===== config.mk =====
export PLATFORM = sky130hd
export DESIGN_NAME = rgb_to_hsv_pixel_top
export DESIGN_NICKNAME = d
export VERILOG_FILES = /design/src/rhsv_pkg.sv /design/src/rgb_to_hsv_pixel_top.sv
export SDC_FILE = /design/constraint.sdc
export NUM_CORES = 1
export LEC_CHECK = 0
export BUFFER_PORTS_ARGS = -buffer_cell sky130_fd_sc_hd__buf_2
export CELL_PAD_IN_SITES_DETAIL_PLACEMENT = 2
export CELL_PAD_IN_SITES_GLOBAL_PLACEMENT = 2
export CORE_MARGIN = 3
export CORE_UTILIZATION = 44
export CTS_CLUSTER_DIAMETER = 40
export DETAILED_ROUTE_END_ITERATION = 8
export PLACE_DENSITY = 0.88
export SYNTH_ARGS = -nofsm -noshare
export SYNTH_HDL_FRONTEND = slang
export SYNTH_SLANG_ARGS = --single-unit

===== constraint.sdc =====
create_clock -name clk -period 6.01 [get_ports clk]
set_input_delay 0.9015 -clock clk [delete_from_list [all_inputs] [get_ports clk]]
set_output_delay 0.9015 -clock clk [all_outputs]
set_load 0.01 [all_outputs]

===== src/rhsv_pkg.sv =====
package rhsv_pkg;

  localparam int ChanW       = 8;
  // One quotient bit per divider stage; both quotients fit in a channel.
  localparam int DivSteps    = ChanW;
  localparam int FrontStages = 3;
  localparam int PipeStages  = FrontStages + DivSteps;

  // 255*c < 2^16, and 6c <= 1530 needs 11 bits.
  localparam int SatNumW = 2 * ChanW;
  localparam int HueDivW = ChanW + 3;
  localparam int HueNumW = HueDivW + ChanW;
  // Signed position inside the hexagon before wrap.
  localparam int PosW    = HueDivW + 1;
  localparam int DiffW   = ChanW + 1;

  typedef struct packed {
    logic [ChanW-1:0] red;
    logic [ChanW-1:0] green;
    logic [ChanW-1:0] blue;
  } rgb_t;

  typedef struct packed {
    logic [ChanW-1:0] hue;
    logic [ChanW-1:0] saturation;
    logic [ChanW-1:0] brightness;
  } hsv_t;

endpackage


===== src/rgb_to_hsv_pixel_top.sv =====
// Pipeline: three front stages for max/min, hexagon position and numerators, then
// eight one-bit restoring divider stages for saturation and hue side by side.
// Throughput: one pixel per clock while out_stall is low; every stage advances on
// its own when empty.
// Reset (rst_n low at a clock edge) clears the stage valid bits; data is not reset.
module rgb_to_hsv_pixel_top (
  input  logic               clk,
  input  logic               rst_n,
  input  logic               in_valid,
  output logic               in_stall,
  input  rhsv_pkg::rgb_t     in_data,
  output logic               out_valid,
  input  logic               out_stall,
  output rhsv_pkg::hsv_t     out_data
);

  localparam int ChanW    = rhsv_pkg::ChanW;
  localparam int DivSteps = rhsv_pkg::DivSteps;
  localparam int FrontN   = rhsv_pkg::FrontStages;
  localparam int NStages  = rhsv_pkg::PipeStages;
  localparam int SatNumW  = rhsv_pkg::SatNumW;
  localparam int HueDivW  = rhsv_pkg::HueDivW;
  localparam int HueNumW  = rhsv_pkg::HueNumW;
  localparam int PosW     = rhsv_pkg::PosW;
  localparam int DiffW    = rhsv_pkg::DiffW;

  typedef enum logic [1:0] {
    SecRed,
    SecGreen,
    SecBlue
  } sector_t;

  logic [NStages-1:0] v_r;
  logic [NStages-1:0] adv;

  // A stage takes new contents when it is empty or its contents move on.
  assign adv[NStages-1] = !v_r[NStages-1] || !out_stall;
  for (genvar k = 0; k < NStages - 1; k++) begin : g_adv
    assign adv[k] = !v_r[k] || adv[k+1];
  end

  assign in_stall  = !adv[0];
  assign out_valid = v_r[NStages-1];

  always_ff @(posedge clk) begin
    if (!rst_n) begin
      v_r <= '0;
    end else begin
      if (adv[0]) begin
        v_r[0] <= in_valid;
      end
      for (int k = 1; k < NStages; k++) begin
        if (adv[k]) begin
          v_r[k] <= v_r[k-1];
        end
      end
    end
  end

  // Stage 1: max, min, sector and in-sector difference
  logic [ChanW-1:0] mx_nxt, mn_nxt;
  sector_t          sec_nxt;
  logic [DiffW-1:0] diff_nxt;

  logic [ChanW-1:0] s1_mx_r, s1_mn_r;
  sector_t          s1_sec_r;
  logic [DiffW-1:0] s1_diff_r;

  always_comb begin
    logic [ChanW-1:0] r, g, b;
    r = in_data.red;
    g = in_data.green;
    b = in_data.blue;
    // Ties resolve to blue, then green, then red.
    if (b >= r && b >= g) begin
      sec_nxt  = SecBlue;
      mx_nxt   = b;
      diff_nxt = DiffW'(r) - DiffW'(g);
    end else if (g >= r) begin
      sec_nxt  = SecGreen;
      mx_nxt   = g;
      diff_nxt = DiffW'(b) - DiffW'(r);
    end else begin
      sec_nxt  = SecRed;
      mx_nxt   = r;
      diff_nxt = DiffW'(g) - DiffW'(b);
    end
    mn_nxt = r;
    if (g < mn_nxt) mn_nxt = g;
    if (b < mn_nxt) mn_nxt = b;
  end

  always_ff @(posedge clk) begin
    if (adv[0]) begin
      s1_mx_r   <= mx_nxt;
      s1_mn_r   <= mn_nxt;
      s1_sec_r  <= sec_nxt;
      s1_diff_r <= diff_nxt;
    end
  end

  // Stage 2: chroma, full turn 6c and wrapped hexagon position
  logic [ChanW-1:0]   c_nxt;
  logic [HueDivW-1:0] six_c_nxt;
  logic [HueDivW-1:0] pos_nxt;

  logic [ChanW-1:0]   s2_mx_r, s2_c_r;
  logic [HueDivW-1:0] s2_six_c_r, s2_pos_r;

  always_comb begin
    logic [PosW-1:0] offc;
    logic [PosW-1:0] raw;
    c_nxt     = s1_mx_r - s1_mn_r;
    six_c_nxt = HueDivW'({c_nxt, 2'b00}) + HueDivW'({c_nxt, 1'b0});
    case (s1_sec_r)
      SecGreen: offc = PosW'({c_nxt, 1'b0});
      SecBlue:  offc = PosW'({c_nxt, 2'b00});
      default:  offc = '0;
    endcase
    raw = offc + {{(PosW - DiffW){s1_diff_r[DiffW-1]}}, s1_diff_r};
    // Only the red sector can go negative: add a full turn.
    if (raw[PosW-1]) begin
      raw = raw + PosW'(six_c_nxt);
    end
    pos_nxt = raw[HueDivW-1:0];
  end

  always_ff @(posedge clk) begin
    if (adv[1]) begin
      s2_mx_r    <= s1_mx_r;
      s2_c_r     <= c_nxt;
      s2_six_c_r <= six_c_nxt;
      s2_pos_r   <= pos_nxt;
    end
  end

  // Stage 3: numerators scaled by 255
  logic [ChanW-1:0]   s3_mx_r;
  logic [HueDivW-1:0] s3_six_c_r;
  logic [SatNumW-1:0] s3_snum_r;
  logic [HueNumW-1:0] s3_hnum_r;
  logic               s3_zero_r;

  always_ff @(posedge clk) begin
    if (adv[2]) begin
      s3_mx_r    <= s2_mx_r;
      s3_six_c_r <= s2_six_c_r;
      s3_snum_r  <= {s2_c_r, {ChanW{1'b0}}} - SatNumW'(s2_c_r);
      s3_hnum_r  <= {s2_pos_r, {ChanW{1'b0}}} - HueNumW'(s2_pos_r);
      s3_zero_r  <= (s2_c_r == '0);
    end
  end

  // Divider stages: one quotient bit of each division per stage, MSB first
  logic [SatNumW-1:0] srem_r [DivSteps];
  logic [HueNumW-1:0] hrem_r [DivSteps];
  logic [ChanW-1:0]   sdiv_r [DivSteps];
  logic [HueDivW-1:0] hdiv_r [DivSteps];
  logic [ChanW-1:0]   sq_r   [DivSteps];
  logic [ChanW-1:0]   hq_r   [DivSteps];
  logic               zero_r [DivSteps];

  for (genvar k = 0; k < DivSteps; k++) begin : g_div
    localparam int Sh = DivSteps - 1 - k;

    logic [SatNumW-1:0] srem_in, srem_nxt, sdsh;
    logic [HueNumW-1:0] hrem_in, hrem_nxt, hdsh;
    logic [ChanW-1:0]   sdiv_in, sq_in, sq_nxt, hq_in, hq_nxt;
    logic [HueDivW-1:0] hdiv_in;
    logic               zero_in;

    if (k == 0) begin : g_first
      assign srem_in = s3_snum_r;
      assign hrem_in = s3_hnum_r;
      assign sdiv_in = s3_mx_r;
      assign hdiv_in = s3_six_c_r;
      assign sq_in   = '0;
      assign hq_in   = '0;
      assign zero_in = s3_zero_r;
    end else begin : g_next
      assign srem_in = srem_r[k-1];
      assign hrem_in = hrem_r[k-1];
      assign sdiv_in = sdiv_r[k-1];
      assign hdiv_in = hdiv_r[k-1];
      assign sq_in   = sq_r[k-1];
      assign hq_in   = hq_r[k-1];
      assign zero_in = zero_r[k-1];
    end

    assign sdsh = SatNumW'(sdiv_in) << Sh;
    assign hdsh = HueNumW'(hdiv_in) << Sh;

    always_comb begin
      srem_nxt = srem_in;
      sq_nxt   = sq_in;
      if (srem_in >= sdsh) begin
        srem_nxt   = srem_in - sdsh;
        sq_nxt[Sh] = 1'b1;
      end
      hrem_nxt = hrem_in;
      hq_nxt   = hq_in;
      if (hrem_in >= hdsh) begin
        hrem_nxt   = hrem_in - hdsh;
        hq_nxt[Sh] = 1'b1;
      end
    end

    always_ff @(posedge clk) begin
      if (adv[FrontN+k]) begin
        srem_r[k] <= srem_nxt;
        hrem_r[k] <= hrem_nxt;
        sdiv_r[k] <= sdiv_in;
        hdiv_r[k] <= hdiv_in;
        sq_r[k]   <= sq_nxt;
        hq_r[k]   <= hq_nxt;
        zero_r[k] <= zero_in;
      end
    end
  end

  // Zero chroma (grey or black) divides by zero above: force hue and saturation to 0.
  assign out_data.hue        = zero_r[DivSteps-1] ? '0 : hq_r[DivSteps-1];
  assign out_data.saturation = zero_r[DivSteps-1] ? '0 : sq_r[DivSteps-1];
  assign out_data.brightness = sdiv_r[DivSteps-1];

  a_hue_range: assert property (@(posedge clk) disable iff (!rst_n)
    out_valid |-> out_data.hue != {ChanW{1'b1}})
    else $error("hue reached a full turn");

  a_black: assert property (@(posedge clk) disable iff (!rst_n)
    out_valid && out_data.brightness == '0 |->
      out_data.saturation == '0 && out_data.hue == '0)
    else $error("black pixel with nonzero hue or saturation");

  a_stall_full: assert property (@(posedge clk) disable iff (!rst_n)
    in_stall |-> (&v_r) && out_stall)
    else $error("input stalled with room in the pipeline");

endmodule

==> qor.csv <==
stage;metric;value;unit
run;max cap viols;0;
drt;via/cell ratio;5.83;
synthesis;Post-synth ARST share;0;
sta;worst relative slew slack;0.135;
drt;antenna-violating nets left;0;
clock_network;# Post-CTS Setup Buffers;0;
clock_network;CTS clk-pin slew, worst paths;0.06;ns
synthesis;mapped cell area;0.0302;mm2
sta;fin crit period;5.32;ns
clock_network;CTS Buf Count;97;
die;die area;0.0718;mm2
sta;Hold Violations, Final;0;
final_layout;fill count;6418;
global_routing;GR Overflow Total;0;
clock_network;total clock sinks;579;
critical_path;crit-path max FO;7;
synthesis;cell count after synthesis;2521;
global_routing;largest net degree at the start of global routing;68;
run_status;outcome;complete, no violations;
clock_network;TritonCTS clock tree;done;
sta;Slew @ Worst Pin;1.30;ns
die;die width;268;um
drt;drt pass-1 iters;5;
global_routing;Tot GR Track Use;0.283;
global_routing;initial antenna violation count;0;
hold_path;worst hold stages;0;
critical_path;critical path type;flop to flop;
critical_path;Arr. time, crit path;5.70;ns
critical_path;most used cell, CP;ha_1;
synthesis;ys flop type;edfxtp_1;
critical_path;CP endpoint kind;flop;
sta;Fmax;188;MHz
die;I/O pin total;54;
critical_path;crit-path cells;ha_1, nor2b_1, o31ai_1, xor2_1, inv_1, ha_1, a21oi_1, nor2_1, nor2_1, a22oi_1, xnor2_1, ha_1, or4_1, o22ai_1, o21ai_0, or4b_1, o21ai_2, xnor2_1;
placement;dpl cells;3421;
sta;Max Slew Vio Count;0;
drt;Iter 0 DRT Violations;1204;
global_routing;vias in the first global route;24500;
sta;Final Skew;0.0475;ns
final_layout;Nets;2908;
sta;Fin Hold WS;0.416;ns
die;core box area;0.0676;mm2
die;Starting Density;0.446;
die;die span in y;268;um
hold_path;Hold Crit Class;flop to flop;
clock_network;hold_buf cts;0;
critical_path;Critical Path RT;6.38;ns
drt;drt total wl;101;mm
sta;RSZ-0062 raised after global routing;false;
placement;Placer Congestion;0.884;
placement;Port Buffer Count;53;
critical_path;reg2reg start;s1_mx_r[1];
critical_path;CP Launch Point;s1_mx_r[1];
final_layout;non-filler instance count after layout;3601;
die;row count;95;
critical_path;Setup crit end;s2_pos_r[10];
drt;drt wl/cell;28.1;um
synthesis;Seq/Total Area, Yosys;0.572;
critical_path;Reg2Reg Depth;18;
synthesis;register bit count reported by yosys;579;
final_layout;share of cells above drive strength 1;0.108;
critical_path;CP max stage delay;0.54;ns
clock_network;cts repair resizes;0;
final_layout;most common cell after layout, fill and taps aside;edfxtp_1;
synthesis;Synthesis Warnings;0;
critical_path;Crit Reg-Reg Endpoint;s2_pos_r[10];
global_routing;first-pass GRT wire length;153;mm
critical_path;worst reg2reg setup slack;0.69;ns
clock_network;CTS max path bufs;3;
synthesis;syn_area_per_cell;12.0;um2
clock_network;root buffer cell;clkbuf_16;
critical_path;CP max-delay cell;or4b_1;
final_layout;most frequent cells in the layout;568 x edfxtp_1, 256 x inv_1, 212 x ha_1;
final_layout;Layout area overhead;15.4;%
synthesis;syn_nets;2782;
clock_network;Max H-tree Level;3;
drt;DRC;0;
synthesis;Post-synth EDFFs;568;
sta;Tcrit/Tclk final;0.886;
sta;setup violators final;0;
clock_network;Clock Latency Late Sink;0.67;ns
synthesis;Unique masters post-synth;81;
drt;Via Count;21000;
placement;hpwl dp;65.3;mm
critical_path;Worst Setup Start Kind;flop;
sta;setup total negative slack;0;ns
## sequential cells by signal, summed over array words and instances, names as in the netlist, 9 cells and up
| signal | flops |
|---|---|
| sdiv_r | 64 |
| sq_r | 36 |
| hdiv_r | 63 |
| g_div.srem_in | 16 |
| g_div.hrem_in | 19 |
| s2_six_c_r | 9 |
| s1_diff_r | 9 |
| g_div.hdiv_in | 9 |
| hrem_r | 133 |
| v_r | 11 |
| s2_pos_r | 11 |
| srem_r | 112 |
| hq_r | 36 |
## Yosys cell counts, types with 9 or more instances
cell,number,area share
nand4_1,19,0.0039
nor2b_1,67,0.014
edfxtp_1,568,0.56
mux2_2,34,0.013
o21bai_1,15,0.0037
ha_1,212,0.088
nor4_1,30,0.0062
nand2b_1,51,0.011
nand2_1,151,0.019
nand3_1,24,0.0040
xor2_1,76,0.022
a31oi_1,15,0.0031
a21boi_0,20,0.0050
nor2_1,177,0.022
a211oi_1,12,0.0030
o21ai_1,12,0.0020
clkbuf_1,31,0.0039
xnor2_1,111,0.032
o211ai_1,10,0.0025
and3_1,9,0.0019
mux2i_1,22,0.0073
dfxtp_1,11,0.0073
a21oi_1,166,0.028
or3_1,12,0.0025
nor3_1,48,0.0080
o21a_1,36,0.0090
fa_1,21,0.014
inv_1,260,0.032
a21o_1,42,0.010
o21ai_0,122,0.020
## per-layer routing
| layer | vias to the layer above | global-route usage | share of wire |
|---|---|---|---|
| li1 | 9425 | - | - |
| met1 | 10800 | 0.287 | 0.36 |
| met2 | 510 | 0.562 | 0.56 |
| met3 | 284 | 0.0381 | 0.028 |
| met4 | 0 | 0.143 | 0.054 |
| met5 | - | 0 | 0 |
## how the worst min path moves through the flow
stage,slack [ns],from,to
2_1_floorplan,0.40,s2_six_c_r[10],g_div[0].hdiv_in[10]
6_report,0.42,hq_r[1][6],hq_r[1][14]
4_1_cts,0.42,sq_r[0][29],sq_r[1][5]
5_1_grt,0.43,sq_r[1][18],sq_r[1][26]
3_3_place_gp,0.40,hq_r[1][17],hq_r[1][25]
3_5_place_dp,0.41,g_div[0].zero_in,zero_r[0][0]
## critical path, delay by kind of cell, from the launching register on
family	cells	cell delay, ns
flops	1	0.44
xor+xnor	3	0.75
compound gates	6	1.23
buf+inv	1	0.27
simple gates	5	1.35
fa+ha+maj	3	1.02
## per-stage QoR
stage               area (um2)   util  setup slack (ns)
finish                   34800  0.515             0.685
CTS                      34800  0.515             0.658
global route             34800  0.515             0.330
floorplan                30200      -             0.899
detailed placement       31500  0.466             0.856
global placement         31500  0.466              1.05
## area by class of cell
| cell class | count | area [um2] | area share |
|---|---|---|---|
| clock buffers | 109 | 2470 | 0.0710 |
| well taps | 873 | 1090 | 0.0314 |
| inverters | 260 | 976 | 0.0280 |
| flip-flops and latches | 579 | 17300 | 0.496 |
| diodes | 1 | 2.50 | 0.0000718 |
| clock inverters | 70 | 830 | 0.0238 |
| repair buffers | 71 | 400 | 0.0115 |
| multi-input cells | 1638 | 11800 | 0.338 |
## cells by family after synthesis
group,after synthesis,synth area share
xor gates and xnor gates,187,0.0542
AOI/OAI and AO/OA,519,0.107
DFF,579,0.572
and+or+nand+nor,643,0.107
buffers and inverters,304,0.0385
adders and majority gates,233,0.102
muxes,56,0.0200
Power is left out: the tool's default activity adds up to more than one toggle a clock period on the data nets, which glitch-free logic cannot reach.
